$ cat src/design/mse_pkg.sv
// ----------------------------------------------------------------------------
// mse_pkg
// Shared widths, register map and result types for the schedule evaluator.
// ----------------------------------------------------------------------------
package mse_pkg;

	localparam int TIME_W   = 24;
	localparam int MAX_PROC = 8;
	localparam int PROC_W   = $clog2(MAX_PROC);
	localparam int CNT_W    = 4;
	localparam int ADDR_W   = 3;
	localparam int DATA_W   = 32;

	typedef logic [TIME_W-1:0] time_t;
	typedef logic [PROC_W-1:0] proc_t;
	typedef logic [CNT_W-1:0]  cnt_t;

	localparam time_t TIME_MAX      = {TIME_W{1'b1}};
	localparam cnt_t  NUM_PROC_RST  = CNT_W'(MAX_PROC);

	typedef enum logic [ADDR_W-3:0] {
		REG_NUM_PROCESSORS = 1'b0
	} reg_idx_t;

	typedef struct packed {
		time_t completion_time;
		time_t turnaround_time;
		time_t waiting_time;
		time_t response_time;
		time_t makespan;
		logic  batch_done;
		logic  bad_processor;
	} result_t;

	typedef struct packed {
		logic  wr;
		logic  clear;
		time_t wdata;
	} busy_upd_t;

endpackage

$ cat src/design/mse_eval.sv
// ----------------------------------------------------------------------------
// mse_eval
// Evaluates one task against the busy-until table: start, completion,
// derived times, makespan over enabled processors and the table update.
// ----------------------------------------------------------------------------
module mse_eval
	import mse_pkg::*;
(
	input  time_t     busy_until [MAX_PROC],
	input  cnt_t      num_processors,
	input  proc_t     processor_index,
	input  time_t     task_arrival,
	input  time_t     burst_time,
	input  logic      last_task,
	output result_t   result,
	output busy_upd_t upd
);

	cnt_t             count;
	logic             bad;
	time_t            busy_sel;
	time_t            start;
	logic [TIME_W:0]  sum;
	time_t            completion;
	time_t            turnaround;
	time_t            lvl0 [MAX_PROC];
	time_t            lvl1 [MAX_PROC/2];
	time_t            lvl2 [MAX_PROC/4];
	time_t            span;

	always_comb begin
		count      = (num_processors > NUM_PROC_RST) ? NUM_PROC_RST : num_processors;
		bad        = {1'b0, processor_index} >= count;
		busy_sel   = busy_until[processor_index];
		start      = (busy_sel > task_arrival) ? busy_sel : task_arrival;
		sum        = {1'b0, start} + {1'b0, burst_time};
		completion = sum[TIME_W] ? TIME_MAX : sum[TIME_W-1:0];
		turnaround = completion - task_arrival;
	end

	// makespan: registered table with this task's completion substituted
	always_comb begin
		for (int i = 0; i < MAX_PROC; i++) begin
			if (CNT_W'(i) >= count)
				lvl0[i] = '0;
			else if (PROC_W'(i) == processor_index)
				lvl0[i] = completion;
			else
				lvl0[i] = busy_until[i];
		end
		for (int i = 0; i < MAX_PROC/2; i++)
			lvl1[i] = (lvl0[2*i] > lvl0[2*i+1]) ? lvl0[2*i] : lvl0[2*i+1];
		for (int i = 0; i < MAX_PROC/4; i++)
			lvl2[i] = (lvl1[2*i] > lvl1[2*i+1]) ? lvl1[2*i] : lvl1[2*i+1];
		span = (lvl2[0] > lvl2[1]) ? lvl2[0] : lvl2[1];
	end

	always_comb begin
		result = '0;
		if (bad) begin
			result.bad_processor = 1'b1;
		end else begin
			result.completion_time = completion;
			result.turnaround_time = turnaround;
			result.waiting_time    = (turnaround >= burst_time) ? turnaround - burst_time : '0;
			result.response_time   = start - task_arrival;
			result.makespan        = last_task ? span : '0;
			result.batch_done      = last_task;
		end
		upd.wr    = !bad;
		upd.clear = !bad && last_task;
		upd.wdata = completion;
	end

endmodule

$ cat src/design/multiprocessor_schedule_evaluator_unit.sv
// ----------------------------------------------------------------------------
// multiprocessor_schedule_evaluator_unit
// Task schedule evaluator with busy-until table and APB configuration.
// ----------------------------------------------------------------------------
// One task word is taken per cycle unless a held result word stalls the
// pipe. Each task passes a task register, then one pass of max/add/subtract
// logic plus the makespan compare tree into the result register, which
// drives the outputs. The busy-until table is updated at the same edge the
// result is registered, so a following task for the same processor sees it
// with no bubble.
// The last task of a batch reports the makespan over the enabled
// processors and clears the table. A processor index at or above the
// configured count returns only bad_processor and leaves the table alone.
// ----------------------------------------------------------------------------
module multiprocessor_schedule_evaluator_unit
	import mse_pkg::*;
(
	input  logic                clk,
	input  logic                arst_n,
	input  logic                psel,
	input  logic                penable,
	input  logic                pwrite,
	input  logic [ADDR_W-1:0]   paddr,
	input  logic [DATA_W-1:0]   pwdata,
	output logic [DATA_W-1:0]   prdata,
	output logic                pready,
	input  logic                task_valid,
	output logic                task_ready,
	input  proc_t               processor_index,
	input  time_t               task_arrival,
	input  time_t               burst_time,
	input  logic                last_task,
	output logic                result_valid,
	input  logic                result_ready,
	output time_t               completion_time,
	output time_t               turnaround_time,
	output time_t               waiting_time,
	output time_t               response_time,
	output time_t               makespan,
	output logic                batch_done,
	output logic                bad_processor
);

	cnt_t      num_processors_q;
	time_t     busy_until_q [MAX_PROC];

	logic      valid_s1;
	proc_t     proc_s1;
	time_t     arrival_s1;
	time_t     burst_s1;
	logic      last_s1;

	logic      valid_s2;
	result_t   result_s2;

	result_t   result;
	busy_upd_t upd;
	logic      adv_s1;

	// configuration
	assign pready = 1'b1;
	assign prdata = (paddr[ADDR_W-1:2] == REG_NUM_PROCESSORS) ?
		DATA_W'(num_processors_q) : '0;

	always_ff @(posedge clk or negedge arst_n) begin
		if (!arst_n) begin
			num_processors_q <= NUM_PROC_RST;
		end else if (psel && penable && pwrite && pready &&
				paddr[ADDR_W-1:2] == REG_NUM_PROCESSORS) begin
			num_processors_q <= pwdata[CNT_W-1:0];
		end
	end

	// handshake
	assign adv_s1     = valid_s1 && (!valid_s2 || result_ready);
	assign task_ready = !valid_s1 || adv_s1;

	always_ff @(posedge clk or negedge arst_n) begin
		if (!arst_n) begin
			valid_s1 <= 1'b0;
			valid_s2 <= 1'b0;
		end else begin
			if (task_ready)
				valid_s1 <= task_valid;
			if (adv_s1)
				valid_s2 <= 1'b1;
			else if (result_ready)
				valid_s2 <= 1'b0;
		end
	end

	always_ff @(posedge clk) begin
		if (task_valid && task_ready) begin
			proc_s1    <= processor_index;
			arrival_s1 <= task_arrival;
			burst_s1   <= burst_time;
			last_s1    <= last_task;
		end
		if (adv_s1)
			result_s2 <= result;
	end

	mse_eval u_eval (
		.busy_until      (busy_until_q),
		.num_processors  (num_processors_q),
		.processor_index (proc_s1),
		.task_arrival    (arrival_s1),
		.burst_time      (burst_s1),
		.last_task       (last_s1),
		.result          (result),
		.upd             (upd)
	);

	// busy-until table
	always_ff @(posedge clk or negedge arst_n) begin
		if (!arst_n) begin
			for (int i = 0; i < MAX_PROC; i++)
				busy_until_q[i] <= '0;
		end else if (adv_s1) begin
			for (int i = 0; i < MAX_PROC; i++) begin
				if (upd.clear)
					busy_until_q[i] <= '0;
				else if (upd.wr && PROC_W'(i) == proc_s1)
					busy_until_q[i] <= upd.wdata;
			end
		end
	end

	assign result_valid    = valid_s2;
	assign completion_time = result_s2.completion_time;
	assign turnaround_time = result_s2.turnaround_time;
	assign waiting_time    = result_s2.waiting_time;
	assign response_time   = result_s2.response_time;
	assign makespan        = result_s2.makespan;
	assign batch_done      = result_s2.batch_done;
	assign bad_processor   = result_s2.bad_processor;

endmodule

$ cat config.mk
export PLATFORM = sky130hd
export DESIGN_NAME = multiprocessor_schedule_evaluator_unit
export DESIGN_NICKNAME = d
export VERILOG_FILES = /design/src/design/mse_pkg.sv /design/src/design/mse_eval.sv /design/src/design/multiprocessor_schedule_evaluator_unit.sv
export SDC_FILE = /design/constraint.sdc
export NUM_CORES = 1
export LEC_CHECK = 0
export ABC_AREA = 0
export ABC_CLOCK_PERIOD_IN_PS = 19840
export BUFFER_PORTS_ARGS = -buffer_cell sky130_fd_sc_hd__clkbuf_2
export CORE_ASPECT_RATIO = 0.7
export CORE_MARGIN = 2
export CORE_UTILIZATION = 35
export DETAILED_ROUTE_END_ITERATION = 12
export PLACE_DENSITY = 0.52
export SYNTH_ARGS = -nofsm -noshare
export SYNTH_HDL_FRONTEND = slang
export SYNTH_SLANG_ARGS = --single-unit
$ cat constraint.sdc
create_clock -name clk -period 19.84 [get_ports clk]
set_clock_uncertainty 0.15 [all_clocks]
set_input_delay 1.984 -clock clk [delete_from_list [all_inputs] [get_ports clk]]
set_output_delay 1.984 -clock clk [all_outputs]
set_load 0.005 [all_outputs]
==> summary.txt <==
Synthesis
  • Post-synth top cells: 354 x nor2_1, 353 x nand2_1, 303 x o21ai_0
  • EDFF count, synth: 174
  • Largest family of logic cells by synthesized area: compound AO/OA/AOI/OAI gates
  • Xor/xnor share of the synthesized area: 0.0234
  • Synth Area in Compound Gates: 0.195
  • Simple-gate portion of the synthesized area: 0.152
  • Sequential share of the synthesized area: 0.358
  • Synth top area cells: edfxtp_1 18%, dfrtp_1 17%, ha_1 12%, o21ai_0 5.3%, nor2_1 4.7%
  • Post-synthesis mux area share: 0.0853
  • Synth top area share: 0.184
  • Ys flop type: dfrtp_1
  • Post-synth ARST share: 0.532
  • Synth warnings: 0
  • Post-synthesis cell type count: 80
  • Largest area contributor in the netlist: edfxtp_1
  • Adder-cell share of the synthesized area: 0.127
  • Syn avg cell area: between 8 and 9 sq um
  • #FFs+latches synth: 372
  • Mapped cell area: about 28000 sq um
  • Gate Count Post-Synth: 3174
  • Top-count cell post-synth: nor2_1

Clock tree
  • Clk Latency, worst-skew pair: around 0.59 ns
  • Cts hold-fix bufs: 0
  • CTS clk-pin slew, worst paths: roughly 0.06 ns
  • # clock sinks: 372
  • CTS Buf Count: 43
  • CTS Buffer Depth: 3
  • Clock root cell: clkbuf_16
  • Post-cts resize count: 0
  • CTS tree: built
  • Post-CTS Setup Repair Bufs: 0
  • H-tree depth: 2

GRT
  • First-pass GRT wire length: about 150 mm
  • Total GRT Usage: 0.236
  • Total congestion overflow: 0
  • Vias in the first global route: 22700
  • Initial antenna violation count: 0
  • Largest net degree at the start of global routing: 82

Timing
  • Max-slew headroom at the worst pin: 0.147
  • Fin crit period: 17.06 ns
  • Setup_tns: 0 ns
  • RSZ-0062 raised after global routing: false
  • Slew @ Worst Pin: 1.27 ns
  • Setup violations, final: 0
  • Final Cycle Share: 0.860
  • FMAX: 58.6 MHz
  • Slew Viols, Final: 0
  • Final Hold Fails: 0

Routing
  • WL final: 99.5 mm
  • Antenna-violating nets left: 0
  • Drt first pass iters: 6
  • Residual DRC count: 0
  • Via count: around 24000
  • Detailed Route Iter0 Violations: 2315
  • DR vias/cell: between 5 and 6
  • Drt wl/cell: 22.6 um

Final layout
  • Register Area: 10200 sq um
  • Diode count: 0
  • Area grow syn2layout: 12.8%
  • Share of layout cells above drive strength 1: 0.139
  • Fillcell total: 8184
  • Multi-input gate area: 16900 sq um
  • # nets final: 3681

Worst setup path
  • Kind of end point of the critical path: flop
  • CP Data Required Time: 20.03 ns
  • Worst-path fanout max: between 60 and 70
  • Max stage delay cell, worst path: o21ai_0
  • Crit-path max cell delay: 0.97 ns
  • CP startpoint kind: flop
  • Worst Path Arrival: 17.25 ns
  • Worst setup path class: flop to flop

Place
  • Gpl congestion: approximately 0.94
  • IO Port Bufs: 191
  • Post-DP HPWL: approximately 75 mm

Floorplan
  • DIE HEIGHT: 243 um
  • I/O pins: around 250
  • Die ar.: 83600 sq um
  • Starting density of the core: 0.353
  • Rows: 87
  • CORE AREA: slightly above 80000 sq um
  • DIE WIDTH: 345 um

Job
  • Max_cap viols: 0

Worst hold path
  • HP Class: flop to flop

Outcome
  • Status: complete, no violations
-- layout make-up --
type / instances / area share
clock buffer: 55 / 0.0379
sequential: 372 / 0.317
multi-input combinational: 2423 / 0.526
tap: 1068 / 0.0417
clock inverter: 23 / 0.00768
timing repair buffer: 248 / 0.0442
inverter: 212 / 0.0248
-- routing by layer --
layer  part of all wire  GRT usage  vias to the layer above  wire length, um
met2               0.40      0.330                      771            40200
met3              0.074     0.0407                       96             7370
li1                   -          -                    11700                -
met4              0.016     0.0406                        0             1560
met1               0.51      0.377                    11700            50300
met5                  0          0                        -                0
-- through the flow --
step                hold WS, ns  instances  worst slack (ns)   util  area, sq um
floorplan                 0.299       3201              5.28      -        28500
global placement          0.332       4323              3.33  0.380        30600
detailed placement        0.340       4323              3.23  0.380        30600
CTS                       0.354       4401              3.13  0.398        32100
global route              0.384       4401              1.63  0.398        32100
finish                    0.351       4401              2.78  0.398        32100
-- kinds of logic (layout without fill, tap and decap cells) --
family | after synthesis | count (layout)
and+or+nand+nor | 984 | 984
AOI/OAI and AO/OA | 871 | 871
buffers and inverters | 406 | 538
DFF | 372 | 372
adders and majority gates | 287 | 287
muxes | 176 | 176
xor gates and xnor gates | 76 | 76
other | 2 | 29
-- placed cells by master, fill, tap and decap left out, drive strengths merged, types with 15 or more instances in the layout --
cell     instances
conb            29
a211oi         131
xnor2           48
a21oi          159
xor2            28
nor3            42
buf             57
nand2          353
nor2           354
o21a            30
ha             283
a21o            55
nand4           41
inv            212
a211o           23
o211ai          54
dfrtp          197
clkinv          15
mux4            48
o21ai          307
mux2i           77
nand2b          38
nor2b           63
o2bb2ai         22
clkbuf         246
nand3           35
edfxtp         174
mux2            51
-- critical path, delay by kind of cell (launching register included) --
family          cells  cell delay (ns)
compound gates     28             8.36
xor+xnor            1             0.16
fa+ha+maj           5             1.74
buf+inv             6             1.86
flops               1             0.38
mux                 3             1.20
simple gates       12             2.82
-- flip-flops by register name, summed over array words and instances (netlist names), 24 cells and up --
name / flops
turnaround_time: 24
busy_until_q: 192
arrival_s1: 24
response_time: 24
burst_s1: 24
makespan: 24
waiting_time: 24
completion_time: 24
-- worst paths after layout --
check                            from                 to  slack, ns  cells after the start
setup / recovery           proc_s1[0]       makespan[13]       2.78                     55
hold / removal               valid_s1       result_valid       0.35                      1
setup reg to reg           proc_s1[0]       makespan[13]       2.78                     55
hold reg to reg              valid_s1       result_valid       0.35                      1
max in group asynchronous      arst_n   busy_until_q[28]      16.88                      2
min in group asynchronous      arst_n  busy_until_q[189]       1.30                      1
Power is left out: the tool's default activity adds up to more than one toggle a clock period on the data nets, which glitch-free logic cannot reach.
